### src/hdl/mrf_pkg.sv
package mrf_pkg;

  localparam int CmdW  = 3;
  localparam int WordW = 32;
  localparam int ByteW = 8;
  localparam int CrcW  = 16;
  localparam int IdxW  = 5;

  localparam logic [CrcW-1:0]  CrcInit = 16'hFFFF;
  localparam logic [CrcW-1:0]  CrcPoly = 16'hA001;
  localparam logic [ByteW-1:0] AddrRst = 8'h01;

  localparam logic [ByteW-1:0] FnReadHold  = 8'h03;
  localparam logic [ByteW-1:0] FnWriteMult = 8'h10;
  localparam logic [ByteW-1:0] RegVoltage  = 8'h07;
  localparam logic [ByteW-1:0] RegCurrent  = 8'h09;
  localparam logic [ByteW-1:0] RegStop     = 8'h0B;
  localparam logic [ByteW-1:0] QtyPoll     = 8'h07;
  localparam logic [ByteW-1:0] QtyBoth     = 8'h05;
  localparam logic [ByteW-1:0] QtyWord     = 8'h02;
  localparam logic [ByteW-1:0] QtyStop     = 8'h01;
  localparam logic [ByteW-1:0] CntBoth     = 8'h0A;
  localparam logic [ByteW-1:0] CntWord     = 8'h04;
  localparam logic [ByteW-1:0] CntStop     = 8'h02;
  localparam logic [ByteW-1:0] OutOn       = 8'hFF;
  localparam logic [ByteW-1:0] ByteZero    = 8'h00;

  localparam logic [IdxW-1:0] LenPoll = 5'd6;
  localparam logic [IdxW-1:0] LenBoth = 5'd17;
  localparam logic [IdxW-1:0] LenWord = 5'd11;
  localparam logic [IdxW-1:0] LenStop = 5'd9;

  typedef enum logic [CmdW-1:0] {
    CMD_POLL     = 3'd0,
    CMD_SET_BOTH = 3'd1,
    CMD_SET_VOLT = 3'd2,
    CMD_SET_CURR = 3'd3,
    CMD_STOP     = 3'd4
  } cmd_t;

  typedef enum logic [1:0] {
    PH_BODY,
    PH_CRC_LO,
    PH_CRC_HI
  } phase_t;

  typedef struct packed {
    cmd_t             cmd;
    logic [ByteW-1:0] addr;
    logic [WordW-1:0] vol;
    logic [WordW-1:0] cur;
    logic             oe;
  } desc_t;

  typedef struct packed {
    logic full;
    logic empty;
  } q_stat_t;

  function automatic logic [IdxW-1:0] frame_len_f(input cmd_t cmd);
    logic [IdxW-1:0] len;
    case (cmd)
      CMD_POLL:     len = LenPoll;
      CMD_SET_BOTH: len = LenBoth;
      CMD_SET_VOLT: len = LenWord;
      CMD_SET_CURR: len = LenWord;
      CMD_STOP:     len = LenStop;
      default:      len = LenPoll;
    endcase
    return len;
  endfunction

  function automatic logic [ByteW-1:0] word_byte_f(input logic [WordW-1:0] w,
                                                   input logic [1:0] sel);
    logic [ByteW-1:0] b;
    case (sel)
      2'd0:    b = w[31:24];
      2'd1:    b = w[23:16];
      2'd2:    b = w[15:8];
      default: b = w[7:0];
    endcase
    return b;
  endfunction

  function automatic logic [ByteW-1:0] frame_byte_f(input desc_t d,
                                                    input logic [IdxW-1:0] idx);
    logic [ByteW-1:0] fn;
    logic [ByteW-1:0] reg_lo;
    logic [ByteW-1:0] qty;
    logic [ByteW-1:0] cnt;
    logic [WordW-1:0] w;
    logic [IdxW-1:0]  off;
    logic [ByteW-1:0] b;
    fn     = FnWriteMult;
    reg_lo = RegVoltage;
    qty    = QtyWord;
    cnt    = CntWord;
    w      = d.vol;
    case (d.cmd)
      CMD_POLL: begin
        fn     = FnReadHold;
        reg_lo = ByteZero;
        qty    = QtyPoll;
      end
      CMD_SET_BOTH: begin
        qty = QtyBoth;
        cnt = CntBoth;
      end
      CMD_SET_VOLT: begin
        w = d.vol;
      end
      CMD_SET_CURR: begin
        reg_lo = RegCurrent;
        w      = d.cur;
      end
      CMD_STOP: begin
        reg_lo = RegStop;
        qty    = QtyStop;
        cnt    = CntStop;
      end
      default: begin
        fn = FnWriteMult;
      end
    endcase
    off = idx - 5'd7;
    case (idx)
      5'd0:    b = d.addr;
      5'd1:    b = fn;
      5'd2:    b = ByteZero;
      5'd3:    b = reg_lo;
      5'd4:    b = ByteZero;
      5'd5:    b = qty;
      5'd6:    b = cnt;
      5'd7, 5'd8, 5'd9, 5'd10: begin
        b = (d.cmd == CMD_STOP) ? ByteZero : word_byte_f(w, off[1:0]);
      end
      5'd11, 5'd12, 5'd13, 5'd14: b = word_byte_f(d.cur, off[1:0]);
      5'd15:   b = d.oe ? OutOn : ByteZero;
      default: b = ByteZero;
    endcase
    return b;
  endfunction

  function automatic logic [CrcW-1:0] crc_step_f(input logic [CrcW-1:0] crc,
                                                 input logic [ByteW-1:0] b);
    logic [CrcW-1:0] c;
    c = crc ^ {8'h00, b};
    for (int i = 0; i < ByteW; i++) begin
      c = c[0] ? ((c >> 1) ^ CrcPoly) : (c >> 1);
    end
    return c;
  endfunction

endpackage

### src/hdl/mrf_ifs.sv
interface mrf_in_if import mrf_pkg::*; ();
  logic             valid;
  logic             ready;
  logic [CmdW-1:0]  command;
  logic [WordW-1:0] voltage_milli;
  logic [WordW-1:0] current_milli;
  logic             output_enable;
  modport source(output valid, command, voltage_milli, current_milli, output_enable,
                 input ready);
  modport sink(input valid, command, voltage_milli, current_milli, output_enable,
               output ready);
endinterface

interface mrf_out_if import mrf_pkg::*; ();
  logic             valid;
  logic             ready;
  logic [ByteW-1:0] frame_byte;
  logic             last_byte;
  modport source(output valid, frame_byte, last_byte, input ready);
  modport sink(input valid, frame_byte, last_byte, output ready);
endinterface

interface mrf_cfg_if import mrf_pkg::*; ();
  logic             valid;
  logic             ready;
  logic [ByteW-1:0] data;
  modport source(output valid, data, input ready);
  modport sink(input valid, data, output ready);
endinterface

### src/hdl/mrf_front.sv
module mrf_front import mrf_pkg::*; (
  input  logic        clk,
  input  logic        rst_n,
  mrf_in_if.sink      in_ch,
  mrf_cfg_if.sink     cfg_ch,
  input  q_stat_t     q_stat,
  output logic        push,
  output desc_t       push_desc
);

  logic [ByteW-1:0] addr_r;
  logic [ByteW-1:0] addr_nxt;
  logic             cmd_ok;

  assign cfg_ch.ready = 1'b1;
  assign in_ch.ready  = !q_stat.full;

  always_comb begin
    addr_nxt = addr_r;
    if (cfg_ch.valid) begin
      addr_nxt = cfg_ch.data;
    end
  end

  always_ff @(posedge clk) begin
    if (!rst_n) begin
      addr_r <= AddrRst;
    end else begin
      addr_r <= addr_nxt;
    end
  end

  // drop unused command codes
  assign cmd_ok = in_ch.command inside {[CMD_POLL:CMD_STOP]};
  assign push   = in_ch.valid && in_ch.ready && cmd_ok;

  always_comb begin
    push_desc.cmd  = cmd_t'(in_ch.command);
    push_desc.addr = addr_r;
    push_desc.vol  = in_ch.voltage_milli;
    push_desc.cur  = in_ch.current_milli;
    push_desc.oe   = in_ch.output_enable;
  end

endmodule

### src/hdl/mrf_queue.sv
module mrf_queue import mrf_pkg::*; (
  input  logic    clk,
  input  logic    rst_n,
  input  logic    push,
  input  desc_t   push_desc,
  input  logic    pop,
  output q_stat_t q_stat,
  output desc_t   head
);

  desc_t      slot_r [2];
  logic       wr_ptr_r;
  logic       wr_ptr_nxt;
  logic       rd_ptr_r;
  logic       rd_ptr_nxt;
  logic [1:0] count_r;
  logic [1:0] count_nxt;

  assign q_stat.full  = count_r == 2'd2;
  assign q_stat.empty = count_r == 2'd0;
  assign head         = slot_r[rd_ptr_r];

  always_comb begin
    wr_ptr_nxt = push ? !wr_ptr_r : wr_ptr_r;
    rd_ptr_nxt = pop ? !rd_ptr_r : rd_ptr_r;
    count_nxt  = count_r + {1'b0, push} - {1'b0, pop};
  end

  always_ff @(posedge clk) begin
    if (!rst_n) begin
      wr_ptr_r <= 1'b0;
      rd_ptr_r <= 1'b0;
      count_r  <= 2'd0;
    end else begin
      wr_ptr_r <= wr_ptr_nxt;
      rd_ptr_r <= rd_ptr_nxt;
      count_r  <= count_nxt;
    end
  end

  always_ff @(posedge clk) begin
    if (push) begin
      slot_r[wr_ptr_r] <= push_desc;
    end
  end

endmodule

### src/hdl/mrf_back.sv
module mrf_back import mrf_pkg::*; (
  input  logic     clk,
  input  logic     rst_n,
  input  q_stat_t  q_stat,
  input  desc_t    head,
  output logic     pop,
  mrf_out_if.source out_ch
);

  phase_t           state_r;
  phase_t           state_nxt;
  logic [IdxW-1:0]  idx_r;
  logic [IdxW-1:0]  idx_nxt;
  logic [CrcW-1:0]  crc_r;
  logic [CrcW-1:0]  crc_nxt;
  logic             ov_r;
  logic             ov_nxt;
  logic [ByteW-1:0] ob_r;
  logic             ol_r;
  logic             adv;
  logic             body_end;
  logic [ByteW-1:0] byte_sel;
  logic             last_sel;

  assign adv      = !q_stat.empty && (!ov_r || out_ch.ready);
  assign body_end = idx_r == frame_len_f(head.cmd) - 5'd1;

  always_comb begin
    state_nxt = state_r;
    case (state_r)
      PH_BODY: begin
        if (adv && body_end) begin
          state_nxt = PH_CRC_LO;
        end
      end
      PH_CRC_LO: begin
        if (adv) begin
          state_nxt = PH_CRC_HI;
        end
      end
      PH_CRC_HI: begin
        if (adv) begin
          state_nxt = PH_BODY;
        end
      end
      default: state_nxt = PH_BODY;
    endcase
  end

  always_comb begin
    byte_sel = frame_byte_f(head, idx_r);
    last_sel = 1'b0;
    pop      = 1'b0;
    idx_nxt  = idx_r;
    crc_nxt  = crc_r;
    case (state_r)
      PH_BODY: begin
        if (adv) begin
          idx_nxt = idx_r + 5'd1;
          crc_nxt = crc_step_f(crc_r, byte_sel);
        end
      end
      PH_CRC_LO: begin
        byte_sel = crc_r[7:0];
      end
      PH_CRC_HI: begin
        byte_sel = crc_r[15:8];
        last_sel = 1'b1;
        pop      = adv;
        if (adv) begin
          idx_nxt = '0;
          crc_nxt = CrcInit;
        end
      end
      default: begin
        byte_sel = ByteZero;
      end
    endcase
  end

  always_comb begin
    ov_nxt = ov_r;
    if (adv) begin
      ov_nxt = 1'b1;
    end else if (out_ch.ready) begin
      ov_nxt = 1'b0;
    end
  end

  always_ff @(posedge clk) begin
    if (!rst_n) begin
      state_r <= PH_BODY;
      idx_r   <= '0;
      crc_r   <= CrcInit;
      ov_r    <= 1'b0;
    end else begin
      state_r <= state_nxt;
      idx_r   <= idx_nxt;
      crc_r   <= crc_nxt;
      ov_r    <= ov_nxt;
    end
  end

  // hold the beat while stalled
  always_ff @(posedge clk) begin
    if (adv) begin
      ob_r <= byte_sel;
      ol_r <= last_sel;
    end
  end

  assign out_ch.valid      = ov_r;
  assign out_ch.frame_byte = ob_r;
  assign out_ch.last_byte  = ol_r;

endmodule

### src/hdl/modbus_request_framer_core.sv
// Modbus RTU request framer.
// in_ch takes one command beat (command, voltage_milli, current_milli,
// output_enable); each valid command yields one request frame on out_ch as
// a run of byte beats, last_byte set on the trailing CRC high byte.
// Command codes 5 to 7 are accepted and dropped without output.
// cfg_ch writes the slave address (reset value 1); it is always ready and
// the address is sampled when a command is accepted.
// An accepted command is written into the queue; when the back end is free,
// its first byte is then registered into the out_ch beat and shown valid.
// Throughput: one byte per cycle from the serializer while out_ch is ready;
// a frame has 8 (poll), 11 (stop), 13 (set voltage or set current) or
// 19 (set both) bytes. The frame being sent keeps its command in the
// two-entry queue, so one further command is accepted while it is sent.
// Reset (rst_n low, synchronous) empties the queue, drops any frame in
// flight and restores the slave address.
// When out_ch stalls, the pending byte holds; the serializer stops, and
// in_ch deasserts ready once the queue is full.
module modbus_request_framer_core import mrf_pkg::*; (
  input  logic       clk,
  input  logic       rst_n,
  mrf_in_if.sink     in_ch,
  mrf_cfg_if.sink    cfg_ch,
  mrf_out_if.source  out_ch
);

  q_stat_t q_stat;
  logic    push;
  desc_t   push_desc;
  logic    pop;
  desc_t   head;

  mrf_front u_front (
    .clk       (clk),
    .rst_n     (rst_n),
    .in_ch     (in_ch),
    .cfg_ch    (cfg_ch),
    .q_stat    (q_stat),
    .push      (push),
    .push_desc (push_desc)
  );

  mrf_queue u_queue (
    .clk       (clk),
    .rst_n     (rst_n),
    .push      (push),
    .push_desc (push_desc),
    .pop       (pop),
    .q_stat    (q_stat),
    .head      (head)
  );

  mrf_back u_back (
    .clk    (clk),
    .rst_n  (rst_n),
    .q_stat (q_stat),
    .head   (head),
    .pop    (pop),
    .out_ch (out_ch)
  );

endmodule

### src/flat_wrapper.sv
// flat-port wrapper written by rule: the top's interface ports become plain ports
module modbus_request_framer_core_flat import mrf_pkg::*;
  (clk, rst_n, in_ch_valid, in_ch_command, in_ch_voltage_milli, in_ch_current_milli, in_ch_output_enable, in_ch_ready, cfg_ch_valid, cfg_ch_data, cfg_ch_ready, out_ch_valid, out_ch_frame_byte, out_ch_last_byte, out_ch_ready);
  mrf_in_if in_ch_i ();
  mrf_cfg_if cfg_ch_i ();
  mrf_out_if out_ch_i ();
  input  logic clk;
  input  logic rst_n;
  input wire logic [$bits(in_ch_i.valid)-1:0] in_ch_valid;
  input wire logic [$bits(in_ch_i.command)-1:0] in_ch_command;
  input wire logic [$bits(in_ch_i.voltage_milli)-1:0] in_ch_voltage_milli;
  input wire logic [$bits(in_ch_i.current_milli)-1:0] in_ch_current_milli;
  input wire logic [$bits(in_ch_i.output_enable)-1:0] in_ch_output_enable;
  output wire logic [$bits(in_ch_i.ready)-1:0] in_ch_ready;
  input wire logic [$bits(cfg_ch_i.valid)-1:0] cfg_ch_valid;
  input wire logic [$bits(cfg_ch_i.data)-1:0] cfg_ch_data;
  output wire logic [$bits(cfg_ch_i.ready)-1:0] cfg_ch_ready;
  output wire logic [$bits(out_ch_i.valid)-1:0] out_ch_valid;
  output wire logic [$bits(out_ch_i.frame_byte)-1:0] out_ch_frame_byte;
  output wire logic [$bits(out_ch_i.last_byte)-1:0] out_ch_last_byte;
  input wire logic [$bits(out_ch_i.ready)-1:0] out_ch_ready;
  assign in_ch_i.valid = in_ch_valid;
  assign in_ch_i.command = in_ch_command;
  assign in_ch_i.voltage_milli = in_ch_voltage_milli;
  assign in_ch_i.current_milli = in_ch_current_milli;
  assign in_ch_i.output_enable = in_ch_output_enable;
  assign in_ch_ready = in_ch_i.ready;
  assign cfg_ch_i.valid = cfg_ch_valid;
  assign cfg_ch_i.data = cfg_ch_data;
  assign cfg_ch_ready = cfg_ch_i.ready;
  assign out_ch_valid = out_ch_i.valid;
  assign out_ch_frame_byte = out_ch_i.frame_byte;
  assign out_ch_last_byte = out_ch_i.last_byte;
  assign out_ch_i.ready = out_ch_ready;
  modbus_request_framer_core u_core (.clk(clk), .rst_n(rst_n), .in_ch(in_ch_i), .cfg_ch(cfg_ch_i), .out_ch(out_ch_i));
endmodule
### config.mk
export PLATFORM = sky130hd
export DESIGN_NAME = modbus_request_framer_core_flat
export DESIGN_NICKNAME = d
export VERILOG_FILES = /design/src/hdl/mrf_pkg.sv /design/src/hdl/mrf_ifs.sv /design/src/hdl/mrf_front.sv /design/src/hdl/mrf_queue.sv /design/src/hdl/mrf_back.sv /design/src/hdl/modbus_request_framer_core.sv /design/src/flat_wrapper.sv
export SDC_FILE = /design/constraint.sdc
export NUM_CORES = 1
export LEC_CHECK = 0
export BUFFER_PORTS_ARGS = -buffer_cell sky130_fd_sc_hd__buf_4
export CORE_MARGIN = 5
export CORE_UTILIZATION = 25
export CTS_CLUSTER_DIAMETER = 150
export DETAILED_ROUTE_END_ITERATION = 12
export GPL_TIMING_DRIVEN = 1
export PLACE_DENSITY = 0.45
export SLEW_MARGIN = 40
export SYNTH_ARGS = -nofsm -noshare
export SYNTH_HDL_FRONTEND = slang
export SYNTH_SLANG_ARGS = --single-unit
### constraint.sdc
create_clock -name clk -period 6.5 [get_ports clk]
set_clock_uncertainty 0.1 [all_clocks]
set_input_delay 0.975 -clock clk [delete_from_list [all_inputs] [get_ports clk]]
set_output_delay 0.975 -clock clk [all_outputs]
set_load 0.05 [all_outputs]
After elaboration in Yosys (flattened, before gate mapping)
Memory sizes are Yosys's and may differ from the RTL's. A register that Yosys moved wholly into a read port is not among the register bits.
Cells that the tools add are included.
{ "classes": {"mux": 38, "bitwise_logic": 9, "magnitude_cmp": 2, "n_addsub": 5, "n_eq_ne": 27, "n_reduce_logical": 23} }
{ "op_table": {"columns": ["cell", "count"], "rows": [
  ["16-bit 2-to-1 mux", 10],
  ["8-bit case mux with 3 select lines", 3],
  ["8-bit case mux with 8 select lines", 1],
  ["5-bit by 4-bit equality test with 1-bit output, second input constant", 8],
  ["32-bit 2-to-1 mux", 1],
  ["16-bit case mux with 2 select lines", 1],
  ["2-bit inverter with 3-bit output", 8],
  ["8-bit 2-to-1 mux", 2],
  ["16-bit by 8-bit bitwise XOR with 16-bit output", 1],
  ["5-bit by 3-bit equality test with 1-bit output, second input constant", 3],
  ["5-bit 2-to-1 mux", 3],
  ["5-bit case mux with 3 select lines", 1],
  ["4-bit case mux with 3 select lines", 1],
  ["5-bit case mux with 2 select lines", 1],
  ["3-bit case mux with 3 select lines", 1],
  ["1-bit 2-to-1 mux", 8],
  ["2-bit inequality test, second input constant", 4],
  ["4-bit case mux with 2 select lines", 1],
  ["4-bit OR reduction", 2],
  ["2-bit equality test, second input constant", 3],
  ["3-bit by 2-bit equality test with 1-bit output, second input constant", 2],
  ["2-bit zero test", 3],
  ["2-bit 2-to-1 mux", 3],
  ["2-bit case mux with 3 select lines", 1],
  ["other kinds (21)", 32]
]} }
{ "word_totals": {"mem_bits_rw": 152, "input_bits": 81, "ff_bits": 45, "out_inout_bits": 12, "memories": 1} }
{ "memory_table": {"columns": ["name", "words", "width", "read_ports", "rd_ports_with_merged_regs", "wr", "line_no", "rtl"], "rows": [
  ["u_core.u_queue.slot_r", 2, 76, 1, 1, 1, "mrf_queue.sv:11", "desc_t slot_r [2];"]
]} }

Logic depth before layout (Yosys ltp)
Gate-level depths: netlist of the first run.
{ "logic_depth": {"word_depth": 24, "ltp_mapped": 14, "mapped_depth_nobuf": 11} }

Hierarchy
Synthesis of the first run repeated with hierarchy kept, for this count alone.
{ "hier_totals": {"hier_cells": 687, "hier_area_um2": 9517.9} }
{ "by_module_without_submodules": {"columns": ["mod", "cells_per_inst", "n_inst", "area_each_um2", "seq_area_each_um2"], "rows": [
  ["mrf_queue", 257, 1, 5863.1, 4664.5],
  ["mrf_back", 332, 1, 2819.0, 750.7],
  ["mrf_front", 98, 1, 835.8, 160.2]
]} }

Least setup slack after synthesis of the first run
OpenSTA, ideal clock, no wires.
{ "synth_path": {"kind": "input to register", "start": "input port in_ch_command[0]", "end": "memory u_core.u_queue.slot_r[0][0] (netlist name) (enable)", "setup_time_ns": 0.513, "setup_slack_ns": 1.333, "cell_stages": 3, "arrival_time_ns": 4.554, "n_path_buf": 0, "cell_sequence": "o21ai_0 nand3_1 nor2_1"} }
{ "synth_via": {"elab_chain_cells": 5} }
{ "synth_rtl": {"columns": ["element", "line_no", "rtl"], "rows": [
  ["start, declared", "flat_wrapper.sv:10", "input wire logic [$bits(in_ch_i.command)-1:0] in_ch_command;"],
  ["3-bit by 1-bit >= comparator with 1-bit output or 3-bit <= comparator (tied branches)", "mrf_front.sv:34", "assign cmd_ok = in_ch.command inside {[CMD_POLL:CMD_STOP]};"],
  ["1-bit logical AND *", "mrf_front.sv:34", null],
  ["1-bit logical AND *", "mrf_front.sv:35", "assign push = in_ch.valid && in_ch.ready && cmd_ok;"],
  ["1-bit 2-to-1 mux *", "mrf_queue.sv:42", "if (push) begin"],
  ["1-bit 2-to-1 mux (implied by the code) *", "mrf_queue.sv:43", "slot_r[wr_ptr_r] <= push_desc;"],
  ["end, declared", "mrf_queue.sv:11", null]
]} }
Mark *: on every way between the ends. The rest lies on a longest branch, timed or not.

Worst setup path after layout of the first run
{ "layout_path": {"start": "register u_core.u_back.idx_r[0]", "end": "register u_core.u_back.crc_r[0]"} }
{ "layout_via": {"elab_chain_cells": 17} }
{ "layout_rtl": {"columns": ["element", "line_no", "rtl"], "rows": [
  ["start, declared", "mrf_back.sv:12", "logic [IdxW-1:0] idx_r;"],
  ["start signal, assigned", "mrf_back.sv:98", "idx_r <= idx_nxt;"],
  ["2-bit subtractor", "mrf_pkg.sv:125", "off = idx - 5'd7;"],
  ["2-bit equality test, or another cell as far along", "mrf_pkg.sv:76", "case (sel)"],
  ["8-bit case mux with 3 select lines", "mrf_pkg.sv:76", null],
  ["8-bit 2-to-1 mux", "mrf_pkg.sv:135", "b = (d.cmd == CMD_STOP) ? ByteZero : word_byte_f(w, off[1:0]);"],
  ["8-bit case mux with 8 select lines *", "mrf_pkg.sv:126", "case (idx)"],
  ["16-bit by 8-bit bitwise XOR with 16-bit output *", "mrf_pkg.sv:147", "c = crc ^ {8'h00, b};"],
  ["16-bit 2-to-1 mux * (6 in a row)", "mrf_pkg.sv:149", "c = c[0] ? ((c >> 1) ^ CrcPoly) : (c >> 1);"],
  ["2-bit inverter with 3-bit output (no line) or 16-bit 2-to-1 mux (tied branches)", null, null],
  ["16-bit 2-to-1 mux * (2 in a row)", "mrf_pkg.sv:149", null],
  ["16-bit 2-to-1 mux *", "mrf_back.sv:58", "if (adv) begin"],
  ["16-bit case mux with 2 select lines *", "mrf_back.sv:56", "case (state_r)"],
  ["end signal, assigned", "mrf_back.sv:94", "crc_r <= CrcInit;"],
  ["end signal, assigned", "mrf_back.sv:99", "crc_r <= crc_nxt;"],
  ["end, declared", "mrf_back.sv:14", "logic [CrcW-1:0] crc_r;"]
]} }
Mark *: on every way between the ends. The rest lies on a longest branch, timed or not. The select of a mux whose other input is x is not followed.
A chain may end at the register's enable or synchronous reset.

==> results of run 1 <==
-- final cells by class --
cell class / instances / area [sq um]
Multi-Input combinational cell: 357 / 2780
Fill cell: 3452 / 24000
Clock inverter: 11 / 104
Sequential cell: 198 / 5580
Clock buffer: 21 / 450
Tap cell: 455 / 569
Timing Repair Buffer: 103 / 773
Inverter: 16 / 60.1
-- logic make-up (layout without fill, tap and decap cells) --
logic type,count (synthesis),in the layout,synth area share [%]
other,1,1,0.0436
buffers and inverters,54,151,3.03
AND/OR/NAND/NOR,137,137,8.47
adder cells (fa/ha/maj),11,11,1.60
AO/OA/AOI/OAI,130,130,11.1
XOR/XNOR,27,27,4.03
multiplexers,51,51,6.87
flip-flops,198,198,64.8
-- final timing paths --
check | startpoint | end | slack (ns) | depth (start not counted)
max | u_core.u_back.idx_r[0] | u_core.u_back.crc_r[0] | 2.39 | 10
min | u_core.u_front.addr_r[4] | u_core.u_queue.slot_r[1][69] | 0.37 | 0
max reg2reg | u_core.u_back.idx_r[0] | u_core.u_back.crc_r[0] | 2.39 | 10
min reg2reg | u_core.u_front.addr_r[4] | u_core.u_queue.slot_r[1][69] | 0.37 | 0
-- stage by stage --
stage / area (sq um) / util (%) / total power (uW) / instances / setup slack, ns
2_1_floorplan: 8600 / - / 1950 / 609 / 1.33
3_3_place_gp: 9760 / 28.5 / 2130 / 1129 / 2.45
3_5_place_dp: 9760 / 28.5 / 2130 / 1129 / 2.39
4_1_cts: 10300 / 30.1 / 3150 / 1161 / 2.35
5_1_grt: 10300 / 30.1 / 3250 / 1161 / 2.07
6_report: 10300 / 30.1 / 3110 / 1161 / 2.39
-- placed cells by master (no fill, tap or decap), types with 3 or more instances in the layout --
master	synthesis	layout
a211o_1	5	5
nor2_1	24	22
a211oi_1	6	6
nor2b_1	21	21
clkbuf_1	18	3
a222oi_1	26	26
buf_4	2	103
dfxtp_1	37	35
a21oi_1	20	20
mux2_2	15	15
clkinvlp_4	0	4
o22ai_1	15	15
o21ai_0	30	30
mux2i_1	29	29
xnor2_1	9	9
a31oi_1	5	5
inv_1	16	16
and2_1	10	10
mux4_2	3	3
xor2_1	8	8
xnor2_2	3	3
ha_1	11	11
nor3_1	16	16
edfxtp_1	161	161
clkbuf_16	0	17
nand2_1	39	39
nand3_1	8	8
a221o_1	3	3
clkinv_4	0	3
-- sequential cells by signal (all words and copies together), names as in the netlist, named ones only --
name,flops
u_core.u_queue.slot_r,152
u_core.u_back.crc_r,16
u_core.u_back.out_ch.frame_byte,8
u_core.u_front.addr_r,8
u_core.u_back.idx_r,5
u_core.u_back.state_r,2
u_core.u_queue.count_r,2
u_core.u_back.out_ch.last_byte,1
u_core.u_back.out_ch.valid,1
u_core.u_queue.rd_ptr_r,1
u_core.u_queue.wr_ptr_r,1
-- per-layer routing --
metal | vias up | GRT usage, % | routed length (um)
li1 | 2516 | - | -
met1 | 2561 | 15.6 | 10100
met2 | 124 | 17.5 | 10000
met3 | 18 | 2.57 | 823
met4 | 0 | 3.65 | 368
met5 | - | 0 | 0
-- power breakdown --
group	leakage (uW)	switching [uW]	total [uW]	internal, uW
clock network	0.000257	477	1020	540
registers	0.00179	44.6	1510	1460
logic	0.00147	307	583	277
total	0.00352	828	3110	2280
==> impl_metrics.tcl, run 1 <==
set metrics [dict create \
    drt.antenna.violating_nets 0 \
    gp_congestion 0.825 \
    post-cts-setup-buffer-count 0 \
    ys_async_sr_fraction_pct 0 \
    dr.pass1.iters 5 \
    io_pins 93 \
    crit_required_ns 6.75 \
    dp_hpwl_mm 15.0 \
    synth_edf_count 161 \
    cts_buffer_depth 2 \
    drv_cap 0 \
    routed_wl_mm 21.3 \
    cts.repair.resized 0 \
    slowest_delay_ns 0.62 \
    ys_seq_area_share_pct 64.8 \
    cts.reportedPaths.clkPinSlew_ns 0.08 \
    setup_viol 0 \
    cp_max_fo 24 \
    synth.most_common_cell "edfxtp_1" \
    synthesis.area_sq_um 8600 \
    ir_drop_mv 0.176 \
    final_nets 785 \
    core_sq_um 34300 \
    grt-ovfl-total 0 \
    fmax_ghz 0.244 \
    crit_chain "inv_1, ha_1, inv_1, mux4_2, a221o_1, xor2_2, xnor2_2, xnor3_2, xnor3_1, o2111ai_1" \
    cts-root-buf "clkbuf_16" \
    drtIter0Drc 427 \
    cp-start-kind "flop" \
    chipWidth_um 195 \
    holdCritPathClass "reg2reg" \
    worstMarginPinSlew_ns 0.764 \
    n_antenna_cell 0 \
    num_rows 68 \
    ys_warn_count 0 \
    ys_types 70 \
    fin_crit_sh_pct 63.2 \
    ys_seq_elements 198 \
    vias_per_cell 4.50 \
    cts_num_sinks 198 \
    clk_latency_ns 0.44 \
    setup_tns_ns 0 \
    outcome "complete, no violations" \
    track_usage_pct 11.3 \
    avgSynthCellArea_sq_um 14.1 \
    final_layout_size_suffix_gt1_share_pct 25.1 \
    slowest_stage "inv_1" \
    area_delta_synth_final_pct 20.0 \
    hold_buffers 0 \
    grt_max_degree 55 \
    design.die.area_sq_um 38200 \
    yosysTopAreaCellShare_pct 56.2 \
    grt_pass1_wl_mm 32.9 \
    grt_pass1_vias 5395 \
    drc 0 \
    finalHoldViolations 0 \
    max_slew_margin_pct 49.1 \
    worst_ep_arrival_time_ns 4.36 \
    synth_cells 609 \
    endpoint_kind "flop" \
    htree_num_levels 4 \
    synth.cells.most_frequent "edfxtp_1, nand2_1, dfxtp_1, o21ai_0, mux2i_1" \
    synthFlopType "edfxtp_1" \
    rsz0062_at_grt "false" \
    fin_crit_ns 4.11 \
    die_h_um 195 \
    routedWlPerCell_um 18.3 \
    cp.buffers_inverters 2 \
    io_buffer_count 91 \
    antenna_found_initial 0 \
    drv_slew 0 \
    initial_utilization_pct 25.1 \
    path_delay_family "XOR/XNOR gates" \
    timing.hold.ws_ns 0.372 \
    p_leak_uw 0.00352 \
    power_density_nw_per_um2 301 \
    cts_tree "done" \
    yosys-top-cells-area "edfxtp_1, dfxtp_1, mux2i_1, a222oi_1, mux2_2" \
    vias 5219 \
    cts_made_buffers 17 \
    syn-num-nets 701 \
    criticalPathCategory "reg2reg" \
    cpMostUsedCell "inv_1" \
    yosysTopAreaCell "edfxtp_1" \
]
Power figures use the tool's default switching activity.
==> run 2: changes to the inputs <==
- ABC_AREA: default -> 1
- PLACE_DENSITY: 0.45 -> 0.46
- clock period: 6.5 -> 3.5 ns (I/O delays scaled with it)
==> run 2 against run 1 <==
Final cell count grew 30%. Sequential power grew 95%. Largest cell class unchanged. Sequential cell count is the same. Register-to-register slack lost 2.0 ns. Via count grew 29%. Hold slack lost 0.21 ns. Cell area grew 6.1%. Global-route usage grew 1.2 points. First-iteration DRC count grew 8.2%. Non-clock buffer count grew 9. Area after synthesis grew 5.8%.
==> impl_metrics.tcl, run 2 <==
set metrics [dict create \
    outcome "complete, no violations" \
    worst_ep_arrival_time_ns 3.31 \
    ir_drop_mv 0.371 \
    yosysTopAreaCellShare_pct 53.1 \
    design.die.area_sq_um 40300 \
    synthFlopType "edfxtp_1" \
    dp_hpwl_mm 18.1 \
    routed_wl_mm 25.4 \
    yosys-top-cells-area "edfxtp_1, nand2_1, dfxtp_1, nand3_1, nor2_1" \
    seq_power_share_pct 41.8 \
    switchingPower_uw 2580 \
    syn-num-nets 1025 \
    core_sq_um 35700 \
    die_h_um 201 \
    avgSynthCellArea_sq_um 9.75 \
    cts_buffer_depth 2 \
    ys_warn_count 0 \
    initial_utilization_pct 25.4 \
    reg_top3 "u_core.u_queue.slot_r (152), u_core.u_back.crc_r (16)" \
    netSwitchingFraction_pct 36.6 \
    cp-start-kind "flop" \
    num_rows 69 \
    drv_slew 0 \
    ys_async_sr_fraction_pct 0 \
    fin_crit_sh_pct 87.7 \
    chipWidth_um 201 \
    power.total_uw 7050 \
    post-cts-setup-buffer-count 0 \
    crit_required_ns 3.74 \
    gp_congestion 0.884 \
    drtIter0Drc 462 \
    synth.cells.most_frequent "nand2_1, edfxtp_1, nor2_1, inv_1, nand3_1" \
    vias_per_cell 4.46 \
    ys_seq_area_share_pct 61.3 \
    max_slew_margin_pct 50.6 \
    drt.antenna.violating_nets 0 \
    endpoint_kind "flop" \
    cts_num_sinks 198 \
    cp_max_fo 12 \
    final_common_cell "nand2_1" \
    worstMarginPinSlew_ns 0.739 \
    cts_tree "done" \
    dp_slack_ns 0.242 \
    finalHoldViolations 0 \
    area_delta_synth_final_pct 20.4 \
    place_area_sq_um 10400 \
    antenna_found_initial 0 \
    synth.most_common_cell "nand2_1" \
    p_clk_share_pct 26.5 \
    vias 6727 \
    hold_buffers 0 \
    cts-root-buf "clkbuf_16" \
    grt_max_degree 53 \
    dr.pass1.iters 5 \
    p_leak_uw 0.00447 \
    largest_reg_flops 152 \
    cts.reportedPaths.clkPinSlew_ns 0.08 \
    synthesis.area_sq_um 9100 \
    yosysTopAreaCell "edfxtp_1" \
    combPwrFrac_pct 31.7 \
    fmax_ghz 0.326 \
    n_antenna_cell 0 \
    p_int_uw 4470 \
    synth_cells 933 \
    cts_made_buffers 17 \
    setup_viol 0 \
    final_nets 1126 \
    fin_util_pct 30.6 \
    htree_num_levels 4 \
    track_usage_pct 12.4 \
    synth_edf_count 161 \
    drc 0 \
    criticalPathCategory "reg2reg" \
    rsz0062_at_grt "false" \
    top_register "u_core.u_queue.slot_r" \
    power_density_nw_per_um2 644 \
    grt_pass1_vias 6511 \
    holdCritPathClass "in2reg" \
    fin_crit_ns 3.07 \
    final_area_sq_um 11000 \
    grt_pass1_wl_mm 39.0 \
    routedWlPerCell_um 16.8 \
    grt-ovfl-total 0 \
    final_cell_mix "nand2_1, edfxtp_1, buf_4, nor2_1, inv_1" \
    ys_seq_elements 198 \
    fillers 3758 \
    fin_ws_ns 0.430 \
    io_pins 93 \
    ys_types 43 \
    io_buffer_count 91 \
    drv_cap 0 \
    final_layout_size_suffix_gt1_share_pct 19.5 \
    clk_latency_ns 0.44 \
]
==> run 2: cell types whose count changed after synthesis, moves of 23 or more <==
| cell | before | now |
|---|---|---|
| nand2_2 | 0 | 23 |
| a222oi_1 | 26 | 0 |
| nor2_1 | 24 | 81 |
| nand3_1 | 8 | 67 |
| nand2_1 | 39 | 280 |
| inv_1 | 16 | 76 |
| mux2i_1 | 29 | 1 |
==> run 2: timing repair <==
action                     CTS  global route
gates resized for setup      0             1
hold endpoints to repair     0             0
setup endpoints to repair    0             2
==> run 2: stage by stage <==
step                      hold WS [ns]  TNS (ns)  std cells
after floorplan                  0.320     -4.40        933
after global placement           0.329         0       1476
after detailed placement         0.341         0       1476
after CTS                        0.141         0       1508
after global routing             0.144         0       1508
final                            0.161         0       1508
==> run 2: path summary, 6_finish.rpt <==
check                      startpoint                           end  slack, ns  cells past startpoint
max reg2reg    u_core.u_back.idx_r[0]        u_core.u_back.crc_r[0]       0.43                     21
min reg2reg  u_core.u_front.addr_r[7]  u_core.u_queue.slot_r[0][72]       0.34                      0
min           in_ch_voltage_milli[22]  u_core.u_queue.slot_r[1][55]       0.16                      1
max            u_core.u_back.idx_r[0]        u_core.u_back.crc_r[0]       0.43                     21
==> run 2: worst max-delay path, cell delays in order, from the launching register on <==
cell	delay [ns]
dfxtp_1	0.50
inv_1	0.17
ha_1	0.24
inv_1	0.25
buf_4	0.26
nand2_1	0.08
nor2_1	0.15
nor2_1	0.06
nand2_1	0.10
nand2_1	0.10
nand2_1	0.06
nand2_1	0.09
nand2_1	0.08
nand2_1	0.11
nand3_1	0.10
nand2_1	0.07
nand2_2	0.09
nand2_2	0.06
nand2_1	0.08
nand3_1	0.07
nand3_1	0.07
nand2_1	0.05
==> run 2: cell families (layout without fill, tap and decap cells) <==
family / after synthesis / after routing / synth area share (%)
compound gates: 113 / 113 / 7.13
xor+xnor: 4 / 4 / 0.385
other cells: 1 / 1 / 0.0412
mux: 1 / 1 / 0.110
flops: 198 / 198 / 61.3
simple gates: 492 / 492 / 23.7
fa+ha+maj: 11 / 11 / 1.51
buf+inv: 113 / 227 / 5.79
==> run 2: power by group through the flow <==
stage	Combinational [uW]	Clock [uW]	Sequential (uW)
global route	2490	2010	2970
global placement	2250	0	3000
floorplan	1380	0	3110
detailed placement	2260	0	3000
CTS	2270	1920	2950
finish	2230	1870	2950
==> run 2: routing by layer <==
metal  global-route usage [%]  part of all wire (%)
met4                     3.39                   1.7
met5                        0                     0
met1                     17.5                    48
met3                     2.08                   3.7
met2                     19.9                    47
==> run 2: cell type report <==
type	instances	area (sq um)	share of cell area (%)
clock buffer	19	433	3.95
clock inverter	13	120	1.10
inverter	83	319	2.91
multi-input combinational	622	3010	27.5
sequential	198	5580	50.9
tap	461	577	5.27
timing repair buffer	112	916	8.36
